==> src/design/upd_pkg.sv <==
// Package for the URL percent-decoder: payload structs, the request bundle
// passed from front to back, the escape-tracking enum and hex helpers.
// No dependencies.
package upd_pkg;

    localparam logic [7:0] PCT_CHAR   = 8'h25;
    localparam logic [7:0] PLUS_CHAR  = 8'h2B;
    localparam logic [7:0] SPACE_CHAR = 8'h20;

    localparam int BUNDLE_MAX    = 3;
    localparam int QUEUE_DEPTH   = 4;

    typedef struct packed {
        logic [7:0] in_byte;
        logic       in_last;
    } raw_t;

    typedef struct packed {
        logic [7:0] out_byte;
        logic       run_last;
        logic       string_end;
    } dec_t;

    typedef struct packed {
        logic [1:0]                      count;
        logic [BUNDLE_MAX-1:0][7:0]      data;
        logic                            last;
    } bundle_t;

    typedef enum logic [1:0] {
        PEND_NONE,
        PEND_PCT,
        PEND_DIGIT
    } pend_t;

    function automatic logic is_hex(input logic [7:0] b);
        is_hex = (b >= 8'h30 && b <= 8'h39) || (b >= 8'h41 && b <= 8'h46) ||
                 (b >= 8'h61 && b <= 8'h66);
    endfunction

    function automatic logic [3:0] hex_value(input logic [7:0] b);
        if (b >= 8'h30 && b <= 8'h39)
        begin
            hex_value = b[3:0];
        end
        else if ((b >= 8'h41 && b <= 8'h46) || (b >= 8'h61 && b <= 8'h66))
        begin
            hex_value = b[3:0] + 4'd9;
        end
        else
        begin
            hex_value = 4'd0;
        end
    endfunction

endpackage

==> src/design/url_percent_decoder.sv <==
// Top level of the streaming URL percent-decoder: front part, bundle queue
// and back part. Depends on upd_pkg, upd_front, upd_queue, upd_back.
//
//   channel   | handshake            | payload
//   ----------+----------------------+------------------------------
//   raw       | raw_valid/raw_stall  | raw_t: in_byte, in_last
//   dec       | dec_valid/dec_stall  | dec_t: out_byte, run_last, string_end
//   cfg       | cfg_wen              | cfg_wdata: plus_as_space
//
// One request is taken per cycle while the queue has room; a request yields
// 0 to 3 bytes and the back part sends one byte per cycle unless dec is
// stalled. The first byte of a request passes through the bundle queue,
// the current-bundle register and the output register to reach dec.
// Reset is asynchronous and active low; no clearing pass is needed.
// A stall on dec holds the output register; raw_stall rises once the
// QUEUE_DEPTH bundle queue is full.
module url_percent_decoder
    import upd_pkg::*;
#(
    parameter int QUEUE_DEPTH_P = QUEUE_DEPTH
)
(
    input  logic clk,
    input  logic rst_n,
    input  logic raw_valid,
    output logic raw_stall,
    input  raw_t raw,
    output logic dec_valid,
    input  logic dec_stall,
    output dec_t dec,
    input  logic cfg_wen,
    input  logic cfg_wdata
);

    logic    push;
    bundle_t push_data;
    logic    pop;
    bundle_t head;
    logic    q_empty;
    logic    q_full;

    upd_front u_front (
        .clk       (clk),
        .rst_n     (rst_n),
        .raw_valid (raw_valid),
        .raw_stall (raw_stall),
        .raw       (raw),
        .cfg_wen   (cfg_wen),
        .cfg_wdata (cfg_wdata),
        .q_full    (q_full),
        .push      (push),
        .push_data (push_data)
    );

    upd_queue #(
        .DEPTH (QUEUE_DEPTH_P)
    ) u_queue (
        .clk       (clk),
        .rst_n     (rst_n),
        .push      (push),
        .push_data (push_data),
        .pop       (pop),
        .head      (head),
        .empty     (q_empty),
        .full      (q_full)
    );

    upd_back u_back (
        .clk       (clk),
        .rst_n     (rst_n),
        .head      (head),
        .q_empty   (q_empty),
        .pop       (pop),
        .dec_valid (dec_valid),
        .dec_stall (dec_stall),
        .dec       (dec)
    );

endmodule

==> src/design/upd_front.sv <==
// Front part of the decoder: accepts raw bytes, tracks the pending escape
// and turns each request into a bundle of up to three decoded bytes.
// Depends on upd_pkg.
module upd_front
    import upd_pkg::*;
(
    input  logic    clk,
    input  logic    rst_n,
    input  logic    raw_valid,
    output logic    raw_stall,
    input  raw_t    raw,
    input  logic    cfg_wen,
    input  logic    cfg_wdata,
    input  logic    q_full,
    output logic    push,
    output bundle_t push_data
);

    pend_t                     pend_reg;
    pend_t                     pend_next;
    pend_t                     pend_step;
    logic [7:0]                fd_reg;
    logic [7:0]                fd_next;
    logic [7:0]                fd_step;
    logic                      plus_reg;
    logic                      accept;
    logic                      idle_run;
    logic [1:0]                n;
    logic [BUNDLE_MAX-1:0][7:0] e;

    assign raw_stall = q_full;
    assign accept    = raw_valid && !q_full;

    always_ff @(posedge clk or negedge rst_n)
    begin
        if (!rst_n)
        begin
            pend_reg <= PEND_NONE;
            plus_reg <= 1'b0;
        end
        else
        begin
            pend_reg <= pend_next;
            if (cfg_wen)
            begin
                plus_reg <= cfg_wdata;
            end
        end
    end

    always_ff @(posedge clk)
    begin
        fd_reg <= fd_next;
    end

    always_comb
    begin
        e         = '0;
        n         = 2'd0;
        pend_step = pend_reg;
        fd_step   = fd_reg;
        idle_run  = 1'b0;
        case (pend_reg)
            PEND_PCT:
            begin
                if (is_hex(raw.in_byte))
                begin
                    fd_step   = raw.in_byte;
                    pend_step = PEND_DIGIT;
                end
                else
                begin
                    e[0]     = PCT_CHAR;
                    n        = 2'd1;
                    idle_run = 1'b1;
                end
            end
            PEND_DIGIT:
            begin
                if (is_hex(raw.in_byte))
                begin
                    e[0]      = {hex_value(fd_reg), hex_value(raw.in_byte)};
                    n         = 2'd1;
                    pend_step = PEND_NONE;
                end
                else
                begin
                    e[0]     = PCT_CHAR;
                    e[1]     = fd_reg;
                    n        = 2'd2;
                    idle_run = 1'b1;
                end
            end
            default:
            begin
                idle_run = 1'b1;
            end
        endcase

        if (idle_run)
        begin
            if (raw.in_byte == PCT_CHAR)
            begin
                pend_step = PEND_PCT;
            end
            else
            begin
                e[n]      = (raw.in_byte == PLUS_CHAR && plus_reg) ? SPACE_CHAR
                                                                   : raw.in_byte;
                n         = n + 2'd1;
                pend_step = PEND_NONE;
            end
        end

        // flush held bytes at end of string
        if (raw.in_last)
        begin
            case (pend_step)
                PEND_PCT:
                begin
                    e[n] = PCT_CHAR;
                    n    = n + 2'd1;
                end
                PEND_DIGIT:
                begin
                    e[0] = PCT_CHAR;
                    e[1] = fd_step;
                    n    = 2'd2;
                end
                default:
                begin
                end
            endcase
            pend_step = PEND_NONE;
        end

        pend_next = accept ? pend_step : pend_reg;
        fd_next   = accept ? fd_step : fd_reg;

        push_data.count = n;
        push_data.data  = e;
        push_data.last  = raw.in_last;
        push            = accept && (n != 2'd0);
    end

endmodule

==> src/design/upd_queue.sv <==
// Short queue of request bundles between front and back parts.
// Register-based, one write and one read per cycle. Depends on upd_pkg.
module upd_queue
    import upd_pkg::*;
#(
    parameter int DEPTH = QUEUE_DEPTH
)
(
    input  logic    clk,
    input  logic    rst_n,
    input  logic    push,
    input  bundle_t push_data,
    input  logic    pop,
    output bundle_t head,
    output logic    empty,
    output logic    full
);

    localparam int PTR_W = (DEPTH > 1) ? $clog2(DEPTH) : 1;
    localparam int CNT_W = $clog2(DEPTH + 1);
    localparam logic [PTR_W-1:0] PTR_MAX = PTR_W'(DEPTH - 1);
    localparam logic [CNT_W-1:0] CNT_MAX = CNT_W'(DEPTH);

    bundle_t          mem_reg [DEPTH];
    logic [PTR_W-1:0] wr_reg;
    logic [PTR_W-1:0] wr_next;
    logic [PTR_W-1:0] rd_reg;
    logic [PTR_W-1:0] rd_next;
    logic [CNT_W-1:0] cnt_reg;
    logic [CNT_W-1:0] cnt_next;

    assign empty = (cnt_reg == '0);
    assign full  = (cnt_reg == CNT_MAX);
    assign head  = mem_reg[rd_reg];

    always_comb
    begin
        wr_next  = wr_reg;
        rd_next  = rd_reg;
        cnt_next = cnt_reg;
        if (push)
        begin
            wr_next = (wr_reg == PTR_MAX) ? '0 : wr_reg + 1'b1;
        end
        if (pop)
        begin
            rd_next = (rd_reg == PTR_MAX) ? '0 : rd_reg + 1'b1;
        end
        if (push && !pop)
        begin
            cnt_next = cnt_reg + 1'b1;
        end
        else if (pop && !push)
        begin
            cnt_next = cnt_reg - 1'b1;
        end
    end

    always_ff @(posedge clk or negedge rst_n)
    begin
        if (!rst_n)
        begin
            wr_reg  <= '0;
            rd_reg  <= '0;
            cnt_reg <= '0;
        end
        else
        begin
            wr_reg  <= wr_next;
            rd_reg  <= rd_next;
            cnt_reg <= cnt_next;
        end
    end

    always_ff @(posedge clk)
    begin
        if (push)
        begin
            mem_reg[wr_reg] <= push_data;
        end
    end

endmodule

==> src/design/upd_back.sv <==
// Back part of the decoder: hands out the bytes of queued bundles one per
// cycle, unless a dec stall holds the output register. Depends on upd_pkg.
module upd_back
    import upd_pkg::*;
(
    input  logic    clk,
    input  logic    rst_n,
    input  bundle_t head,
    input  logic    q_empty,
    output logic    pop,
    output logic    dec_valid,
    input  logic    dec_stall,
    output dec_t    dec
);

    bundle_t    cur_reg;
    bundle_t    cur_next;
    logic       cur_valid_reg;
    logic       cur_valid_next;
    logic [1:0] idx_reg;
    logic [1:0] idx_next;
    logic       out_valid_reg;
    logic       out_valid_next;
    dec_t       out_reg;
    dec_t       out_next;
    logic       out_free;
    logic       emit;
    logic       final_elem;
    logic       load_cur;

    assign out_free   = !out_valid_reg || !dec_stall;
    assign emit       = cur_valid_reg && out_free;
    assign final_elem = (idx_reg == cur_reg.count - 2'd1);
    assign load_cur   = (!cur_valid_reg || (emit && final_elem)) && !q_empty;
    assign pop        = load_cur;
    assign dec_valid  = out_valid_reg;
    assign dec        = out_reg;

    always_comb
    begin
        cur_next       = cur_reg;
        cur_valid_next = cur_valid_reg;
        idx_next       = idx_reg;
        out_valid_next = out_valid_reg;
        out_next       = out_reg;
        if (load_cur)
        begin
            cur_next       = head;
            cur_valid_next = 1'b1;
            idx_next       = 2'd0;
        end
        else if (emit)
        begin
            idx_next = idx_reg + 2'd1;
            if (final_elem)
            begin
                cur_valid_next = 1'b0;
            end
        end
        if (out_free)
        begin
            out_valid_next = cur_valid_reg;
        end
        if (emit)
        begin
            out_next.out_byte   = cur_reg.data[idx_reg];
            out_next.run_last   = final_elem;
            out_next.string_end = final_elem && cur_reg.last;
        end
    end

    always_ff @(posedge clk or negedge rst_n)
    begin
        if (!rst_n)
        begin
            cur_valid_reg <= 1'b0;
            out_valid_reg <= 1'b0;
            idx_reg       <= 2'd0;
        end
        else
        begin
            cur_valid_reg <= cur_valid_next;
            out_valid_reg <= out_valid_next;
            idx_reg       <= idx_next;
        end
    end

    always_ff @(posedge clk)
    begin
        cur_reg <= cur_next;
        out_reg <= out_next;
    end

    a_count_nonzero: assert property (@(posedge clk) disable iff (!rst_n)
        cur_valid_reg |-> cur_reg.count != 2'd0)
        else $error("bundle in back part has no bytes");

    a_idx_in_range: assert property (@(posedge clk) disable iff (!rst_n)
        cur_valid_reg |-> idx_reg < cur_reg.count)
        else $error("byte index past end of bundle");

    a_end_is_run_last: assert property (@(posedge clk) disable iff (!rst_n)
        out_valid_reg |-> (!out_reg.string_end || out_reg.run_last))
        else $error("string end on a byte that does not close its request");

    a_pop_nonempty: assert property (@(posedge clk) disable iff (!rst_n)
        pop |-> !q_empty)
        else $error("pop from empty queue");

endmodule

==> config.mk <==
export PLATFORM = sky130hd
export DESIGN_NAME = url_percent_decoder
export DESIGN_NICKNAME = d
export VERILOG_FILES = /design/src/design/upd_pkg.sv /design/src/design/url_percent_decoder.sv /design/src/design/upd_front.sv /design/src/design/upd_queue.sv /design/src/design/upd_back.sv
export SDC_FILE = /design/constraint.sdc
export NUM_CORES = 1
export LEC_CHECK = 0
export ABC_AREA = 1
export BUFFER_PORTS_ARGS = -buffer_cell sky130_fd_sc_hd__buf_2
export CAP_MARGIN = 10
export CORE_MARGIN = 3
export CORE_UTILIZATION = 55
export DETAILED_ROUTE_END_ITERATION = 6
export HOLD_SLACK_MARGIN = 0.12
export PLACE_DENSITY_LB_ADDON = 0.12
export SETUP_SLACK_MARGIN = 0.02
export SLEW_MARGIN = 40
export SYNTH_ARGS = -nofsm -noshare
export SYNTH_HDL_FRONTEND = slang
export SYNTH_SLANG_ARGS = --single-unit
==> constraint.sdc <==
create_clock -name clk -period 4.4 [get_ports clk]
set_input_delay 0.66 -clock clk [delete_from_list [all_inputs] [get_ports clk]]
set_output_delay 0.66 -clock clk [all_outputs]
set_load 0.005 [all_outputs]
==> results by group, run 1 <==
Final layout
  – Antenna diodes: 0
  – Design area: 8650 um2
  – Final nets: 765
  – Share of cells above drive strength 1: 0.148
  – Largest register FFs: 108
  – Cell Count, Final, Fillers Out: 912
  – Fillers: 1038
  – Fin util: 0.643
  – Register area: 4940 um2
  – Layout overhead on the synthesized area: 12.7%
  – Multi-input logic area: 2400 um2

Floorplan
  – Die X: 124 um
  – Die Ht: 124 um
  – Full die area: 15400 um2
  – Core area: 13500 um2
  – Cell row count: 42
  – IO Count: 27
  – Initial core utilization: 0.571

Power
  – Max IR drop VDD: 0.367 mV
  – Power per cell area: 609 nW/um2
  – Leakage Power: 0.00329 uW

Worst hold path
  – Worst hold-check path type: input pin to async pin

Global route
  – Met3 GRT Util: 0.0422
  – Met2 Use GR: 0.364
  – Global-route wire length before repair: 25.3 mm
  – Grt total ovfl: 0
  – Top Usage Layer GRT: met2
  – Initial antenna violation count: 0
  – GR Util All Layers: 0.223
  – Vias in the first global route: 4908
  – Largest net degree at the start of global routing: 57
  – Global routing usage on met1: 0.299

Detailed routing
  – Post-DR wirelength/cell: 17.9 um
  – DRT antenna net count: 0
  – Vias after detailed routing: 5201
  – DRC: 0
  – DR vias/cell: 5.70
  – DRT Wirelength: 16.3 mm
  – Drt pass-1 iters: 5
  – Initial DRC count: 588

Synth
  – Syn Nets: 728
  – Mean area per synthesized cell: 11.2 um2
  – Yosys reg bits: 167
  – Area of the mapped netlist: 7680 um2
  – Post-synthesis sequential area ratio: 0.644
  – Syn Inst Count: 687
  – Post-synth cell types: 39
  – Yosys warns: 0

Timing
  – Hold Vio Cnt, Final: 0
  – Clock Skew: 5.66 ps
  – Min Tclk post-route: 3860 ps
  – Slew Limit Fails: 0
  – Worst hold margin: 146 ps
  – Period utilization: 0.877
  – Setup TNS Final: 0 ps
  – Final setup fails: 0
  – Fmax: 259 MHz
  – RSZ-0062 raised after global routing: no
  – Slew @ Worst Pin: 661 ps
  – Rel. slew slack: 0.556

Worst setup path
  – Crit Path Max Fanout: 9
  – Worst Path Required: 4700 ps
  – R2r endpoint: u_queue.cnt_reg[2]
  – Worst setup SP type: input pin
  – R2R Path Start: u_front.pend_reg[0]
  – Worst EP arrival: 4150 ps
  – Setup CP Type: input pin to flip-flop
  – CP Capture Type: flip-flop
  – Worst reg2reg path depth: 23
  – R2r setup slk: 660 ps

Clock network
  – Cts hold-fix bufs: 0
  – Clk slew on worst S/H paths: 60 ps
  – H-tree levels: 4
  – Clk_lat worst skew: 420 ps
  – Sinks on Clock Net: 167
  – CTS tree: done
  – Inserted Clock Buffers: 17
  – CTS root buf: clkbuf_16
  – Postcts setup bufs: 0
  – PostCTS Resize Cnt: 0
  – CTS max path bufs: 2

Placement
  – Area after DPL: 8090 um2
  – Dpl cells: 881
  – GP Congestion: 0.877
  – Final HPWL DP: 10.9 mm
  – Number of port buffers: 26

Run status
  – Status: complete, no violations

Flow run
  – Max-cap viol count: 0
## final cells by class
cell class / instances / area share
flip-flops and latches: 167 / 0.571
multi-input cells: 435 / 0.277
clock buffers: 19 / 0.0500
repair buffers: 40 / 0.0330
inverters: 63 / 0.0273
well taps: 176 / 0.0254
clock inverters: 12 / 0.0156
## kinds of logic after synthesis
kind of cell               Yosys count  share of synthesized area
xor gates and xnor gates             5                    0.00570
AOI/OAI and AO/OA                  140                      0.103
buffers and inverters               85                     0.0441
DFF                                167                      0.644
adders and majority gates           26                     0.0433
and+or+nand+nor                    262                      0.157
muxes                                2                    0.00293
## worst max-delay path, cell delays in order
cell and delay, ps:
buf_2 120, inv_1 100, ha_1 230, o21ai_2 150
nand2_2 70, nand2_4 120, nand2_4 80, nor2_8 120
inv_1 80, nor2_1 130, inv_1 80, ha_1 270
inv_1 30, nand3_1 90, nand2_1 80, ha_1 270
o21ai_0 140, nand2_1 130, nand3_4 100, nand2_4 50
inv_1 60, ha_1 140, inv_1 60, fa_1 370
a21oi_1 140, o21ai_0 110, xor2_1 150
## power breakdown
group	internal, uW	leakage (uW)	switching [uW]
combinational	451	0.00142	916
sequential	2280	0.00160	184
clock	877	0.000273	565
total	3600	0.00329	1670
## placed cells by master, fill, tap and decap left out, types with 3 or more instances in the layout
cell	instances
bufinv_16	3
nand2_4	3
o22ai_1	29
inv_2	6
buf_2	26
nand2_2	13
buf_12	4
o31ai_1	11
edfxtp_1	153
xor2_1	3
nor3_1	7
clkinv_1	6
inv_1	55
nor2_1	106
a21oi_1	13
nor2_2	9
o21ai_0	71
nand3_1	36
a31oi_1	3
clkbuf_16	17
clkinv_2	3
nor2_4	3
ha_1	25
dfrtp_1	14
nand3_4	3
nand4_1	3
buf_4	10
o21ai_1	7
nand2_1	75
## routing by layer
metal,part of all wire,wire (um),vias to the layer above
met4,0.016,268,0
met1,0.44,7160,2523
met5,0,0,-
met3,0.059,957,26
met2,0.49,7930,170
li1,-,-,2482
## worst max-delay path by stage
stage / startpoint / to / cells past startpoint / slack (ps)
floorplan: raw[2] / u_queue.mem_reg[0][0] / 21 / 330
global placement: raw[2] / u_queue.cnt_reg[2] / 27 / 200
detailed placement: raw[2] / u_queue.cnt_reg[2] / 27 / 120
CTS: raw[2] / u_queue.cnt_reg[2] / 27 / 570
global route: raw[2] / u_queue.cnt_reg[2] / 27 / 280
finish: raw[2] / u_queue.cnt_reg[2] / 27 / 540
## cells in the mapped netlist, drive strengths merged
master / count / area [um2]
nand2: 91 / 397
a21oi: 14 / 73.8
xnor2: 2 / 17.5
o31ai: 11 / 82.6
fa: 1 / 20.0
nand3: 39 / 233
o2111ai: 2 / 17.5
or2: 2 / 12.5
ha: 25 / 313
dfrtp: 14 / 350
a31oi: 3 / 18.8
buf: 5 / 38.8
clkbuf: 17 / 63.8
nand4: 3 / 18.8
o22ai: 29 / 181
clkinv: 2 / 7.51
inv: 61 / 229
edfxtp: 153 / 4590
a22o: 1 / 8.76
nand3b: 1 / 7.51
mux2: 2 / 22.5
nor2: 119 / 505
nor3: 7 / 35.0
o21ai: 79 / 399
a22oi: 1 / 7.51
xor2: 3 / 26.3
## metrics by stage
stage               worst slack, ps  total power [uW]
CTS                             565              5320
floorplan                       335              3370
global placement                197              3810
finish                          543              5270
global route                    278              5580
detailed placement              123              3870
Power figures use the tool's default switching activity.
==> run 2, diff against run 1 <==
--- a/config.mk
+++ b/config.mk
@@ -13,6 +13,7 @@
 export DETAILED_ROUTE_END_ITERATION = 6
 export HOLD_SLACK_MARGIN = 0.12
 export PLACE_DENSITY_LB_ADDON = 0.12
+export RECOVER_POWER = 25
 export SETUP_SLACK_MARGIN = 0.02
 export SLEW_MARGIN = 40
 export SYNTH_ARGS = -nofsm -noshare
==> run 2 against run 1 <==
Against the previous run: setup slack worse by 36 ps; largest cell class unchanged; highest routed layer unchanged; sequential share of layout area grew 0.21 points; core utilization shrank 0.23 points; cell count is the same; clock skew about the same.
==> results by group, run 2 (synthesized netlist as in run 1, its figures left out) <==
Detailed routing
  – Top Layer Used: met4 (unchanged)
  – DRT Wirelength: 16.3 mm (about the same)
  – DRT antenna net count: 0 (unchanged)
  – Initial DRC count: 603 (was 588)
  – Post-DR wirelength/cell: 17.9 um (about the same)
  – Drt pass-1 iters: 5 (unchanged)
  – Routed length on met1: 7.27 mm (was 7.16 mm)
  – Vias after detailed routing: 5192 (was 5201)
  – Met3 WL: 814 um (was 957 um)
  – Met2 wire len: 7.98 mm (was 7.93 mm)
  – DRC: 0 (unchanged)
  – DR vias/cell: 5.69 (was 5.70)

Worst setup path
  – Worst EP arrival: 4180 ps (was 4150 ps)
  – CP Capture Type: flip-flop (unchanged)
  – Worst setup SP type: input pin (unchanged)
  – Worst Path Required: 4690 ps (was 4700 ps)
  – Crit Path Max Fanout: 9 (unchanged)
  – Setup CP Type: input pin to flip-flop (unchanged)
  – R2r setup slk: 620 ps (was 660 ps)

Placement
  – Final HPWL DP: 10.9 mm (unchanged)
  – Number of port buffers: 26 (unchanged)
  – GP Congestion: 0.877 (unchanged)

Clock network
  – CTS root buf: clkbuf_16 (unchanged)
  – Postcts setup bufs: 0 (unchanged)
  – PostCTS Resize Cnt: 0 (unchanged)
  – CTS tree: done (unchanged)
  – H-tree levels: 4 (unchanged)
  – Sinks on Clock Net: 167 (unchanged)
  – CTS max path bufs: 2 (unchanged)
  – Clk_lat worst skew: 420 ps (about the same)
  – Clk slew on worst S/H paths: 60 ps (about the same)
  – Cts hold-fix bufs: 0 (unchanged)
  – Inserted Clock Buffers: 17 (unchanged)

Timing
  – Hold Vio Cnt, Final: 0 (unchanged)
  – Setup TNS Final: 0 ps (unchanged)
  – Final setup fails: 0 (unchanged)
  – Slew @ Worst Pin: 1250 ps (was 661 ps)
  – Min Tclk post-route: 3890 ps (was 3860 ps)
  – Slew Limit Fails: 0 (unchanged)
  – RSZ-0062 raised after global routing: no (unchanged)
  – Fmax: 257 MHz (was 259 MHz)
  – Period utilization: 0.885 (was 0.877)
  – Clock Skew: 6.11 ps (was 5.66 ps)
  – Rel. slew slack: 0.164 (was 0.556)

Power
  – Power per cell area: 608 nW/um2 (was 609 nW/um2)
  – Leakage Power: 0.00324 uW (was 0.00329 uW)
  – Max IR drop VDD: 0.366 mV (was 0.367 mV)

Flow run
  – Max-cap viol count: 0 (unchanged)

Final layout
  – Antenna diodes: 0 (unchanged)
  – Layout overhead on the synthesized area: 12.3% (was 12.7%)
  – Largest register FFs: 108 (unchanged)
  – Share of cells above drive strength 1: 0.125 (was 0.148)
  – Commonest cells after routing, fill and taps aside: edfxtp_1 (153), nor2_1 (107), nand2_1 (76), o21ai_0 (72), inv_1 (55) (was edfxtp_1 (153), nor2_1 (106), nand2_1 (75), o21ai_0 (71), inv_1 (55))
  – Fin util: 0.641 (was 0.643)
  – Final nets: 765 (unchanged)
  – Most common cell after layout, fill and taps aside: edfxtp_1 (unchanged)

Global route
  – Global-route wire length before repair: 25.3 mm (unchanged)
  – Grt total ovfl: 0 (unchanged)
  – Initial antenna violation count: 0 (unchanged)
  – Largest net degree at the start of global routing: 57 (unchanged)
  – GR Util All Layers: 0.223 (unchanged)
  – Vias in the first global route: 4908 (unchanged)

Floorplan
  – Die Ht: 124 um (unchanged)
  – Cell row count: 42 (unchanged)
  – Die X: 124 um (unchanged)
  – Core area: 13500 um2 (unchanged)
  – Initial core utilization: 0.571 (unchanged)
  – Full die area: 15400 um2 (unchanged)
  – IO Count: 27 (unchanged)

Run status
  – Status: complete, no violations (unchanged)

Worst hold path
  – Worst hold-check path type: input pin to async pin (unchanged)
## run 2: changes by cell type in the layout (fill, tap and decap cells not counted), sizes merged
| cell | before | now |
|---|---|---|
| buf | 40 | 25 |
| clkbuf | 19 | 34 |
## run 2: final timing paths
kind / endpoint / startpoint / depth (start not counted)
max: u_queue.cnt_reg[2] / raw[2] / 27
min: u_queue.rd_reg[1] / rst_n / 1
max reg2reg: u_queue.cnt_reg[2] / u_front.pend_reg[0] / 23
min reg2reg: u_back.dec_valid / u_back.cur_valid_reg / 2
max in group asynchronous: u_front.plus_reg / rst_n / 1
min in group clk: u_back.dec_valid / dec_stall / 3
## run 2: power by group
| part | internal, uW | switching, uW | total (uW) |
|---|---|---|---|
| Combinational | 431 | 915 | 1350 |
| Clock | 877 | 562 | 1440 |
| Sequential | 2280 | 185 | 2460 |
## run 2: per-layer routing
layer	global-route usage	up-vias
met3	0.0422	24
met4	0.0842	0
met2	0.364	163
met1	0.299	2520
met5	0	-
li1	-	2485
## run 2: worst max-delay path: stages
cell     delay [ps]
buf_2           120
inv_1           100
ha_1            230
o21ai_2         150
nand2_2          70
nand2_4         120
nand2_4          80
nor2_8          120
inv_1            80
nor2_1          130
inv_1            80
ha_1            270
inv_1            30
nand3_1          90
nand2_1          80
ha_1            270
o21ai_0         140
nand2_1         130
nand3_4         100
nand2_4          50
inv_1            90
ha_1            140
inv_1            60
fa_1            370
a21oi_1         140
o21ai_0         110
xor2_1          150
## run 2: area by class of cell
type | instances | area [um2]
multi-input cells | 435 | 2390
inverters | 63 | 236
clock inverters | 12 | 135
well taps | 176 | 220
flip-flops and latches | 167 | 4940
fillers | 1053 | 4830
clock buffers | 19 | 433
repair buffers | 40 | 259
## run 2: metrics by stage
stage / setup slack [ps] / cell area [um2] / cells / hold WS (ps) / total power, uW
after CTS: 565 / 8650 / 912 / 135 / 5320
final: 506 / 8620 / 912 / 333 / 5250
after global routing: 244 / 8620 / 912 / 391 / 5560
after floorplan: 335 / 7680 / 687 / 364 / 3370
after detailed placement: 123 / 8090 / 881 / 480 / 3870
after global placement: 197 / 8080 / 881 / 459 / 3810
